**src/rtl/core/assert_macros.svh**
```systemverilog
// ----------------------------------------------------------------------------
// assert_macros: shared concurrent assertion macros
// empty bodies when SYNTHESIS is defined
// ----------------------------------------------------------------------------
`ifndef ASSERT_MACROS_SVH
`define ASSERT_MACROS_SVH
`ifndef SYNTHESIS
// same-cycle implication
`define ASSERT_IMPLIES(lbl, clk, rstn, ante, cons) \
  lbl: assert property (@(posedge clk) disable iff (!(rstn)) (ante) |-> (cons)) \
    else $error("assertion failed");
// next-cycle implication
`define ASSERT_NEXT(lbl, clk, rstn, ante, cons) \
  lbl: assert property (@(posedge clk) disable iff (!(rstn)) (ante) |=> (cons)) \
    else $error("assertion failed");
`else
`define ASSERT_IMPLIES(lbl, clk, rstn, ante, cons)
`define ASSERT_NEXT(lbl, clk, rstn, ante, cons)
`endif
`endif

```
**src/rtl/core/u8v_pkg.sv**
```systemverilog
// ----------------------------------------------------------------------------
// u8v_pkg: shared types and constants
// byte classes and decode result for the utf-8 stream check
// ----------------------------------------------------------------------------
`default_nettype none

package u8v_pkg;

  localparam int unsigned PendW = 2;

  typedef logic [PendW-1:0] pend_t;

  localparam logic [7:0] AsciiMax   = 8'h7F;
  localparam logic [7:0] LeadMin    = 8'hC2;
  localparam logic [7:0] LeadMax    = 8'hF4;
  localparam logic [7:0] Mask2      = 8'hE0;
  localparam logic [7:0] Lead2      = 8'hC0;
  localparam logic [7:0] Mask3      = 8'hF0;
  localparam logic [7:0] Lead3      = 8'hE0;
  localparam logic [7:0] ContMask   = 8'hC0;
  localparam logic [7:0] ContVal    = 8'h80;
  localparam logic [7:0] Mask4      = 8'hF8;

  localparam pend_t PendNone  = 2'd0;
  localparam pend_t PendOne   = 2'd1;
  localparam pend_t PendTwo   = 2'd2;
  localparam pend_t PendThree = 2'd3;

  typedef struct packed {
    pend_t pend;
    logic  err;
  } dec_t;

endpackage

`default_nettype wire

```
**src/rtl/core/u8v_decode.sv**
```systemverilog
// ----------------------------------------------------------------------------
// u8v_decode: byte classifier
// next pending count and error flag for one byte given the pending count
// ----------------------------------------------------------------------------
`default_nettype none

module u8v_decode (
  input  u8v_pkg::pend_t pend_i,
  input  logic [7:0]     byte_i,
  output u8v_pkg::dec_t  dec_o
);
  import u8v_pkg::*;

  always_comb begin
    dec_o.pend = pend_i;
    dec_o.err  = 1'b0;
    if (pend_i != PendNone) begin
      dec_o.err  = ((byte_i & ContMask) != ContVal);
      dec_o.pend = pend_i - PendOne;
    end else if (byte_i > AsciiMax) begin
      if ((byte_i < LeadMin) || (byte_i > LeadMax)) begin
        dec_o.err = 1'b1;
      end else if ((byte_i & Mask2) == Lead2) begin
        dec_o.pend = PendOne;
      end else if ((byte_i & Mask3) == Lead3) begin
        dec_o.pend = PendTwo;
      end else begin
        dec_o.pend = PendThree;
      end
    end
  end

endmodule

`default_nettype wire

```
**src/rtl/core/utf8_stream_validator_core.sv**
```systemverilog
// result path: the last word of a string passes the input register, then the
// result register that drives string_valid_o; a stalled result keeps it waiting
// throughput: one word per cycle; the input register moves on each cycle
// unless a last word waits for a stalled result register
// reset: asynchronous, clears pending count, error flag and both valid bits
// ----------------------------------------------------------------------------
// utf8_stream_validator_core: streaming utf-8 string check
// one word per cycle unless the input is stalled, one result per string on its last word
// ----------------------------------------------------------------------------
`default_nettype none

module utf8_stream_validator_core (
  input  logic       clk_i,
  input  logic       rst_ni,
  input  logic       in_valid_i,
  output logic       in_stall_o,
  input  logic [7:0] data_byte_i,
  input  logic       last_byte_i,
  output logic       out_valid_o,
  input  logic       out_stall_i,
  output logic       string_valid_o
);
  import u8v_pkg::*;

`include "assert_macros.svh"

  logic       in_valid_q;
  logic [7:0] byte_q;
  logic       last_q;
  pend_t      pend_q, pend_d;
  logic       err_q, err_d;
  logic       out_valid_q, out_valid_d;
  logic       string_q, string_d;
  logic       out_free;
  logic       s1_go;
  logic       s1_fire;
  logic       in_fire;
  dec_t       dec;

  u8v_decode u_decode (
    .pend_i (pend_q),
    .byte_i (byte_q),
    .dec_o  (dec)
  );

  assign out_free   = !out_valid_q || !out_stall_i;
  assign s1_go      = !in_valid_q || !last_q || out_free;
  assign s1_fire    = in_valid_q && s1_go;
  assign in_stall_o = !s1_go;
  assign in_fire    = in_valid_i && !in_stall_o;

  always_comb begin
    pend_d      = pend_q;
    err_d       = err_q;
    out_valid_d = out_valid_q && out_stall_i;
    string_d    = string_q;
    if (s1_fire) begin
      if (last_q) begin
        pend_d      = PendNone;
        err_d       = 1'b0;
        out_valid_d = 1'b1;
        string_d    = !(err_q || dec.err) && (dec.pend == PendNone);
      end else begin
        pend_d = dec.pend;
        err_d  = err_q || dec.err;
      end
    end
  end

  always_ff @(posedge clk_i or negedge rst_ni) begin
    if (!rst_ni) begin
      in_valid_q  <= 1'b0;
      pend_q      <= PendNone;
      err_q       <= 1'b0;
      out_valid_q <= 1'b0;
    end else begin
      if (s1_go) begin
        in_valid_q <= in_valid_i;
      end
      pend_q      <= pend_d;
      err_q       <= err_d;
      out_valid_q <= out_valid_d;
    end
  end

  always_ff @(posedge clk_i) begin
    if (in_fire) begin
      byte_q <= data_byte_i;
      last_q <= last_byte_i;
    end
    string_q <= string_d;
  end

  assign out_valid_o    = out_valid_q;
  assign string_valid_o = string_q;

  `ASSERT_NEXT(a_last_clears, clk_i, rst_ni, s1_fire && last_q,
               (pend_q == PendNone) && !err_q)
  `ASSERT_NEXT(a_last_gives_result, clk_i, rst_ni, s1_fire && last_q, out_valid_q)
  `ASSERT_NEXT(a_err_gives_fail, clk_i, rst_ni, s1_fire && last_q && err_q, !string_q)
  `ASSERT_IMPLIES(a_stall_only_last, clk_i, rst_ni, in_stall_o,
                  in_valid_q && last_q && out_valid_q)

endmodule

`default_nettype wire
```
**config.mk**
```make
export PLATFORM = sky130hd
export DESIGN_NAME = utf8_stream_validator_core
export DESIGN_NICKNAME = d
export VERILOG_FILES = /design/src/rtl/core/u8v_pkg.sv /design/src/rtl/core/u8v_decode.sv /design/src/rtl/core/utf8_stream_validator_core.sv
export VERILOG_INCLUDE_DIRS = /design/src /design/src/rtl/core
export SDC_FILE = /design/constraint.sdc
export NUM_CORES = 1
export LEC_CHECK = 0
export ABC_AREA = 1
export ABC_CLOCK_PERIOD_IN_PS = 3800
export BUFFER_PORTS_ARGS = -buffer_cell sky130_fd_sc_hd__buf_2
export CAP_MARGIN = 10
export CORE_AREA = 2 2 39 41
export DETAILED_ROUTE_END_ITERATION = 6
export DIE_AREA = 0 0 41 43
export PLACE_DENSITY = 0.79
export SLEW_MARGIN = 5
export SYNTH_ARGS = -nofsm -noshare
export SYNTH_HDL_FRONTEND = slang
export SYNTH_SLANG_ARGS = --single-unit
```
**constraint.sdc**
```tcl
create_clock -name clk_i -period 3.8 [get_ports clk_i]
set_input_delay 0.19 -clock clk_i [delete_from_list [all_inputs] [get_ports clk_i]]
set_output_delay 0.19 -clock clk_i [all_outputs]
set_load 0.01 [all_outputs]
```
* After elaboration in Yosys (flattened, before gate mapping)
Index checks and enable logic that the tools add are counted.
Storage, ports and cells: bits in registers 15, bits in latches 0, memory bits (writable) 0, bits in read-only memories 0, input port bits 13, output and inout port bits 3, logic and storage cells 42, memories kept 0
Cells by class: add/subtract/negate cells 1, multiply operators 0, divide/modulo/power cells 0, $lt $le $gt $ge 3, equality and inequality tests 3, shift-type cells 0, multiplexer cells 10, bitwise gates (word level) 0, reductions and logical operators 18
Operator list (number):
- greater-than comparator 8 x 7 -> 1 bit (second input constant) | 1
- greater-than comparator 8 bit (second input constant) | 1
- < comparator 8 bit (second input constant) | 1
- zero test 1 bit | 6
- 2-to-1 mux 2 bit | 3
- 2-to-1 mux 3 bit | 2
- logical OR 1 bit | 5
- 2-to-1 mux 1 bit | 5
- == test 4 bit (second input constant) | 1
- logical AND 1 bit | 4
- == test 3 bit (second input constant) | 1
- zero test 2 bit | 1
- inequality test 2 bit (second input constant) | 1
- AND reduction 2 bit | 1
- nonzero test 2 bit | 1
- subtractor 2 x 1 -> 2 bit (second input constant) | 1

* Logic depth before layout (Yosys ltp)
Gate-level depths: netlist (run 1).
depth after elaboration 9, mapped depth 8, gate-level depth less buffers 8

* Hierarchy
A second synthesis (run 1) with hierarchy kept.
Unflattened totals: cell total of the unflattened synthesis 65, area total of the unflattened synthesis 649.4 µm²
Modules (own cells, without submodules):
- utf8_stream_validator_core | instances 1, cells an instance 38, area each 531.8 µm², seq. area each 425.4 µm²
- u8v_decode | instances 1, cells an instance 27, area each 117.6 µm², seq. area each 0.0 µm²

* Worst setup path after synthesis (run 1)
No wires, ideal clock.
path kind reg2reg, start register out_valid_q, in the netlist out_valid_o, end register byte_q[0], enable pin, setup time 0.374 ns, arrival 0.984 ns, required time 3.426 ns, slack 2.441 ns, stages on the path, launching flop included 4, path buffers 0, clock period less this slack 1.359 ns, path through dfrtp_1 -> nand2_1 -> nor2_2 -> nor2_1
On the way: longest elaborated chain between the ends 4
RTL lines:
- start: declaration | RTL line utf8_stream_validator_core.sv:32 | logic out_valid_q, out_valid_d;
- start signal: assignment | RTL line utf8_stream_validator_core.sv:82 | out_valid_q <= out_valid_d;
- zero test 1 bit | RTL line utf8_stream_validator_core.sv:46 | assign out_free = !out_valid_q || !out_stall_i;
- logical OR 1 bit | RTL line utf8_stream_validator_core.sv:46
- logical OR 1 bit | RTL line utf8_stream_validator_core.sv:47 | assign s1_go = !in_valid_q || !last_q || out_free;
- logical AND 1 bit | RTL line utf8_stream_validator_core.sv:50 | assign in_fire = in_valid_i && !in_stall_o;
- net in_fire | RTL line utf8_stream_validator_core.sv:37 | logic in_fire;
- end signal: assignment | RTL line utf8_stream_validator_core.sv:88 | byte_q <= data_byte_i;
- end: declaration | RTL line utf8_stream_validator_core.sv:28 | logic [7:0] byte_q;
The timed path passes the listed nets, and every way through them passes these cells. A chain may end at the register's enable or synchronous reset.

* Worst setup path after layout (run 1)
start register last_q, end register byte_q[2], enable pin
On the way: longest elaborated chain between the ends 4
RTL lines:
- start: declaration | RTL line utf8_stream_validator_core.sv:29 | logic last_q;
- start signal: assignment | RTL line utf8_stream_validator_core.sv:89 | last_q <= last_byte_i;
- zero test 1 bit | RTL line utf8_stream_validator_core.sv:47
- logical OR 1 bit (2 in series) | RTL line utf8_stream_validator_core.sv:47
- logical AND 1 bit | RTL line utf8_stream_validator_core.sv:50
- net in_fire | RTL line utf8_stream_validator_core.sv:37
The timed path passes the listed nets, and every way through them passes these cells.

==> results of run 1 <==
-- routing by layer --
| metal | GRT usage (%) | share of wire [%] | up-vias |
|---|---|---|---|
| met5 | 0 | 0 | - |
| met4 | 10.7 | 1.5 | 0 |
| met3 | 4.71 | 3.7 | 2 |
| met2 | 20.6 | 49 | 10 |
| met1 | 18.8 | 46 | 212 |
| li1 | - | - | 259 |
-- worst max-delay path, delay by kind of cell (launching register included) --
family,cells,cell delay [ps]
DFF,1,420
and+or+nand+nor,3,700
-- logic make-up (layout without fill, tap and decap cells) --
logic type	after synthesis	after routing	share of synthesized area (%)
AOI/OAI and AO/OA	6	6	5.07
buffers and inverters	11	31	6.19
DFF	15	15	63.8
and+or+nand+nor	37	37	25.0
-- worst paths after layout --
path                             start           to  slack (ps)
hold / removal             last_byte_i       last_q          80
hold reg to reg            out_valid_o  out_valid_o         520
min in group asynchronous       rst_ni    pend_q[1]         240
max in group asynchronous       rst_ni   in_valid_q        3430
setup reg to reg                last_q    byte_q[2]        2320
setup / recovery                last_q    byte_q[2]        2320
-- final cells by class --
| type | instances | area, µm² |
|---|---|---|
| clock buffer | 3 | 22.5 |
| clock inverter | 1 | 5.00 |
| fill | 119 | 584 |
| inverter | 11 | 41.3 |
| multi-input combinational | 43 | 200 |
| timing repair buffer | 16 | 85.1 |
| sequential | 15 | 425 |
| tap | 16 | 20.0 |
-- state kept, by name, indices dropped and copies added (netlist names) --
signal          count
byte_q              8
pend_q              2
err_q               1
in_valid_q          1
last_q              1
out_valid_o         1
string_valid_o      1
-- stage by stage --
stage	hold WS (ps)	total power [mW]
2_1_floorplan	-106	0.231
3_3_place_gp	10.8	0.245
3_5_place_dp	11.4	0.246
4_1_cts	71.5	0.336
5_1_grt	60.3	0.353
6_report	76.6	0.332
-- cell usage in the layout, fill, tap and decap left out --
cell type and count:
nor2_2 4, inv_2 1, nand4_1 1, dfrtp_1 5
nand2_2 1, o21ai_1 2, nor3_1 1, nand3_2 1
clkbuf_4 3, edfxtp_1 10, nand3b_1 1, dlygate4sd3_1 1
a21oi_1 1, nand2_1 17, inv_1 10, clkinv_2 1
buf_2 15, nand3_1 1, a21oi_2 1, o21ai_0 2
nor2_1 10
-- power breakdown --
group | internal (mW) | switching, mW
clock network | 0.0391 | 0.0505
registers | 0.190 | 0.00697
logic | 0.0195 | 0.0269
total | 0.248 | 0.0843
==> run_results.csv, run 1 <==
group,metric,value,unit
worst_setup_path,end_kind,"register",
placement,dpl_cell_area,762,µm²
grt,grtUsageTotal,14.9,%
worst_setup_path,cp_cell_sequence,"nand2_1 -> nor2_2 -> nor2_1",
cts,ctsHoldBuffers,1,
floorplan,dieArea,1760,µm²
drt,via_count,483,
cts,cts_resized,0,
drt,routed_wl,955,µm
grt,grt_max_degree,10,
drt,via_per_inst,4.60,
floorplan,core_area,1380,µm²
worst_setup_path,crit_required,3720,ps
worst_setup_path,worstRegToRegCells,3,
worst_setup_path,critPathKind,"reg -> reg",
sta,slew_headroom,54.9,%
cells_and_area,design_area,800,µm²
sta,worst_pin_slew,675,ps
synth,synth_commonest_cells,"nand2_1 (17), edfxtp_1 (10), inv_1 (10), nor2_1 (10), dfrtp_1 (5)",
worst_setup_path,crit_fanout,9,
synth,synth-edff-count,10,
grt,grt_first_pass_wirelength,1690,µm
worst_setup_path,critPathLaunchType,"register",
synth,netlist-cell-type-count,17,
cts,insertion_delay,280,ps
cts,clkSlewWorstSetupHoldPaths,90,ps
synth,synth_most_common_cell,"nand2_1",
drt,post_drt_wl_per_cell,9.10,µm
cells_and_area,drive_gt1_share,30.3,%
synth,async_flop_share,33.3,%
synth,synth_top_cell_by_area,"edfxtp_1",
synth,synth.yosys.warnings,0,
run_status,status,"finished, final reports clean",
sta,setup_viol,0,
drt,drtIter0Drc,5,
floorplan,rows,14,
synth,yosysSeqAreaShare,63.8,%
cts,cts_tree,"yes",
synth,synthCells,69,
hold_path,min_delay_path_depth,1,
placement,dp.cells,100,
cts,clock_sinks,15,
cts,numCtsBuffers,3,
floorplan,die_h,43,µm
sta,slew_viol_final,0,
sta,layout_setup_ws,2320,ps
placement,io_buffers,15,
floorplan,start_util,48.2,%
cells_and_area,stdcell_count,105,
hold_path,min_path_type,"in -> reg",
worst_setup_path,slowest_delay,520,ps
power_and_ir_drop,leakage,0.395,nW
synth,synthFlopType,"edfxtp_1",
synth,synth_fp_nets,82,
cts,clockBufferDepth,2,
grt,grt_overflow,0,
floorplan,io_pins,16,
grt,grt_pass1_vias,470,
placement,gp_congestion,0.722,
sta,rsz0062_at_grt,"false",
sta,timing.fmax,676,MHz
power_and_ir_drop,power.density,416,nW/µm²
synth,synth_top_area_share,45.0,%
placement,place_hpwl,759,µm
cts,htree_levels,1,
sta,period_minus_slack,1480,ps
drt,postRouteAntennaNets,0,
sta,finalSetupTns,0,ps
synth,synth-seq-cells,15,
worst_setup_path,cp.arrival,1400,ps
job,max_cap_violations,0,
cts,cts_setup_buffers,0,
grt,antenna_found_initial,0,
cells_and_area,antenna_cells,0,
cells_and_area,syn2layout_area_growth,19.9,%
cts,root_buffer,"clkbuf_4",
sta,fin_crit_sh,38.9,%
worst_setup_path,slowest_stage,"nor2_1",
synth,synthTopCellsByArea,"edfxtp_1 (45%), dfrtp_1 (19%), nand2_1 (9.6%)",
drt,route.detailed.drc,0,
sta,finalHoldViolCount,0,
cells_and_area,nNetsFinal,103,
floorplan,die_w,41,µm
drt,drt_pass1_iterations,4,
cells_and_area,final_util,57.8,%
synth,synth_area,667,µm²
synth,synth_area_per_cell,9.67,µm²
sta,skew,3.00,ps
power_and_ir_drop,ir_drop,0.250,mV
placement,detailedPlace.worstSlack,2320,ps
Note: power is estimated with default switching activity, not from simulation.
==> run 2, diff against run 1 <==
--- a/config.mk
+++ b/config.mk
@@ -7,13 +7,13 @@
 export NUM_CORES = 1
 export LEC_CHECK = 0
 export ABC_AREA = 1
-export ABC_CLOCK_PERIOD_IN_PS = 3800
+export ABC_CLOCK_PERIOD_IN_PS = 1460
 export BUFFER_PORTS_ARGS = -buffer_cell sky130_fd_sc_hd__buf_2
 export CAP_MARGIN = 10
-export CORE_AREA = 2 2 39 41
+export CORE_MARGIN = 2
+export CORE_UTILIZATION = 49
 export DETAILED_ROUTE_END_ITERATION = 6
-export DIE_AREA = 0 0 41 43
-export PLACE_DENSITY = 0.79
+export PLACE_DENSITY = 0.78
 export SLEW_MARGIN = 5
 export SYNTH_ARGS = -nofsm -noshare
 export SYNTH_HDL_FRONTEND = slang
==> constraint.sdc (replaced) <==
create_clock -name clk_i -period 1.46 [get_ports clk_i]
set_input_delay 0.073 -clock clk_i [delete_from_list [all_inputs] [get_ports clk_i]]
set_output_delay 0.073 -clock clk_i [all_outputs]
set_load 0.01 [all_outputs]
==> run 2 against run 1 <==
Core utilization increased by 13 points. Sequential share of layout area fell by 6.2 points. Flip-flop and latch count stayed put. First-iteration DRC count rose by 80%. Largest cell class unchanged. Critical endpoint is now string_valid_o. Global-route usage increased by 3.3 points.
==> run_results.csv, run 2 (synthesized netlist as in run 1, its figures left out) <==
group,metric,value,unit
run_status,status,"finished, final reports clean",
sta,worst_pin_slew,214,ps
sta,period_minus_slack,1250,ps
cells_and_area,reg.largest.list,"byte_q x8, pend_q x2",
drt,drtIter0Drc,9,
cells_and_area,final_util,70.4,%
sta,hold_slack,15.4,ps
drt,postRouteAntennaNets,0,
drt,drt-met1-wl,467,µm
floorplan,core_area,1280,µm²
worst_setup_path,r2r-end,"string_valid_o",
floorplan,die_w,40.9,µm
cts,cts_tree,"yes",
sta,skew,3.84,ps
worst_setup_path,slowest_delay,400,ps
cts,cts_resized,0,
placement,dpl_cell_area,768,µm²
worst_setup_path,slowest_stage,"edfxtp_1",
power_and_ir_drop,ir_drop,0.544,mV
sta,finalHoldViolCount,0,
cts,htree_levels,1,
drt,wl_met2,651,µm
grt,grt_overflow,0,
worst_setup_path,crit_fanout,2,
floorplan,io_pins,16,
sta,timing.fmax,800,MHz
drt,route.detailed.drc,0,
worst_setup_path,cp.arrival,1300,ps
grt,grt_first_pass_wirelength,1800,µm
floorplan,die_h,40.9,µm
cts,numCtsBuffers,3,
cells_and_area,syn2layout_area_growth,35.6,%
grt,grt_pass1_vias,472,
hold_path,min_path_type,"in -> reg",
drt,dr_wl_met3,49,µm
sta,slew_headroom,85.6,%
drt,post_drt_wl_per_cell,10.5,µm
sta,fin_crit_sh,85.6,%
power_and_ir_drop,report.power.total,0.895,mW
drt,routed_wl,1210,µm
job,max_cap_violations,0,
grt,grt_max_degree,10,
cells_and_area,antenna_cells,0,
worst_setup_path,crit_top_cell,"nand2_1",
placement,dp.cells,100,
cells_and_area,final_cell_mix,"nand2_1 (17), buf_2 (15), dlygate4sd3_1 (11)",
grt,grtUsageTotal,18.2,%
power_and_ir_drop,leakage,0.439,nW
sta,slew_viol_final,0,
floorplan,dieArea,1670,µm²
floorplan,rows,13,
worst_setup_path,critPathLaunchType,"register",
cells_and_area,drive_gt1_share,27.0,%
cells_and_area,regMostFlops,"byte_q",
cts,clkSlewWorstSetupHoldPaths,80,ps
cells_and_area,nNetsFinal,114,
cts,root_buffer,"clkbuf_4",
worst_setup_path,critPathKind,"reg -> reg",
worst_setup_path,crit_required,1510,ps
worst_setup_path,worst-path-buf-inv,0,
sta,setup_viol,0,
drt,via_per_inst,4.62,
sta,rsz0062_at_grt,"false",
cts,clockBufferDepth,2,
placement,place_hpwl,816,µm
worst_setup_path,r2r-start,"byte_q[1]",
placement,detailedPlace.worstSlack,207,ps
cells_and_area,stdcell_count,115,
cts,insertion_delay,290,ps
worst_setup_path,r2r_slack,210,ps
worst_setup_path,worstRegToRegCells,6,
grt,antenna_found_initial,0,
cells_and_area,final_common_cell,"nand2_1",
worst_setup_path,crit_family,"simple AND/OR/NAND/NOR gates",
sta,layout_setup_ws,211,ps
worst_setup_path,cp_cell_sequence,"nor2_1 -> nand2_1 -> nand2_1 -> nand4_1 -> a21oi_1 -> nor2_2",
placement,io_buffers,15,
drt,via_count,531,
sta,finalSetupTns,0,ps
worst_setup_path,end_kind,"register",
cells_and_area,largest_register_ffs,8,
hold_path,min_to,"out_valid_o",
power_and_ir_drop,power.density,989,nW/µm²
cts,clock_sinks,15,
hold_path,min_delay_path_depth,3,
placement,gp_congestion,0.772,
cells_and_area,design_area,905,µm²
floorplan,start_util,51.9,%
drt,drt_pass1_iterations,4,
hold_path,min-delay-start,"out_stall_i",
drt,routed.top_layer,"met4",
==> run 2: final cells by class <==
type,instances,area [µm²]
Sequential cell,15,425
Clock buffer,4,26.3
Timing Repair Buffer,27,193
Multi-Input combinational cell,43,200
Tap cell,15,18.8
Fill cell,97,380
Inverter,11,41.3
==> run 2: worst reg2reg max path, stage by stage, from the launching register on <==
cell and delay, ps:
edfxtp_1 400, nor2_1 110, nand2_1 60, nand2_1 90, nand4_1 110, a21oi_1 190
nor2_2 60
==> run 2: worst max path at each step <==
stage | slack [ps] | to | cells past startpoint | from
2_1_floorplan | 100 | byte_q[0] | 3 | out_valid_o
3_3_place_gp | 250 | string_valid_o | 6 | byte_q[5]
3_5_place_dp | 210 | string_valid_o | 8 | byte_q[1]
4_1_cts | 200 | string_valid_o | 6 | byte_q[1]
5_1_grt | 80 | string_valid_o | 8 | byte_q[3]
6_report | 210 | string_valid_o | 6 | byte_q[1]
==> run 2: metal layers <==
metal / global-route usage (%) / up-vias
met5: 0 / -
met4: 12.5 / 0
met3: 4.89 / 5
met2: 33.6 / 15
met1: 16.9 / 231
li1: - / 280
==> run 2: where the power goes <==
part,switching [mW],internal (mW),leakage (nW)
Combinational,0.0781,0.0704,0.263
Sequential,0.0190,0.493,0.161
Clock,0.128,0.106,0.0150
Total,0.225,0.670,0.439
==> run 2: what timing repair did <==
action,4_1_cts,5_1_grt
setup buffers,0,0
endpoints found under the hold margin,15,0
hold buffers,11,0
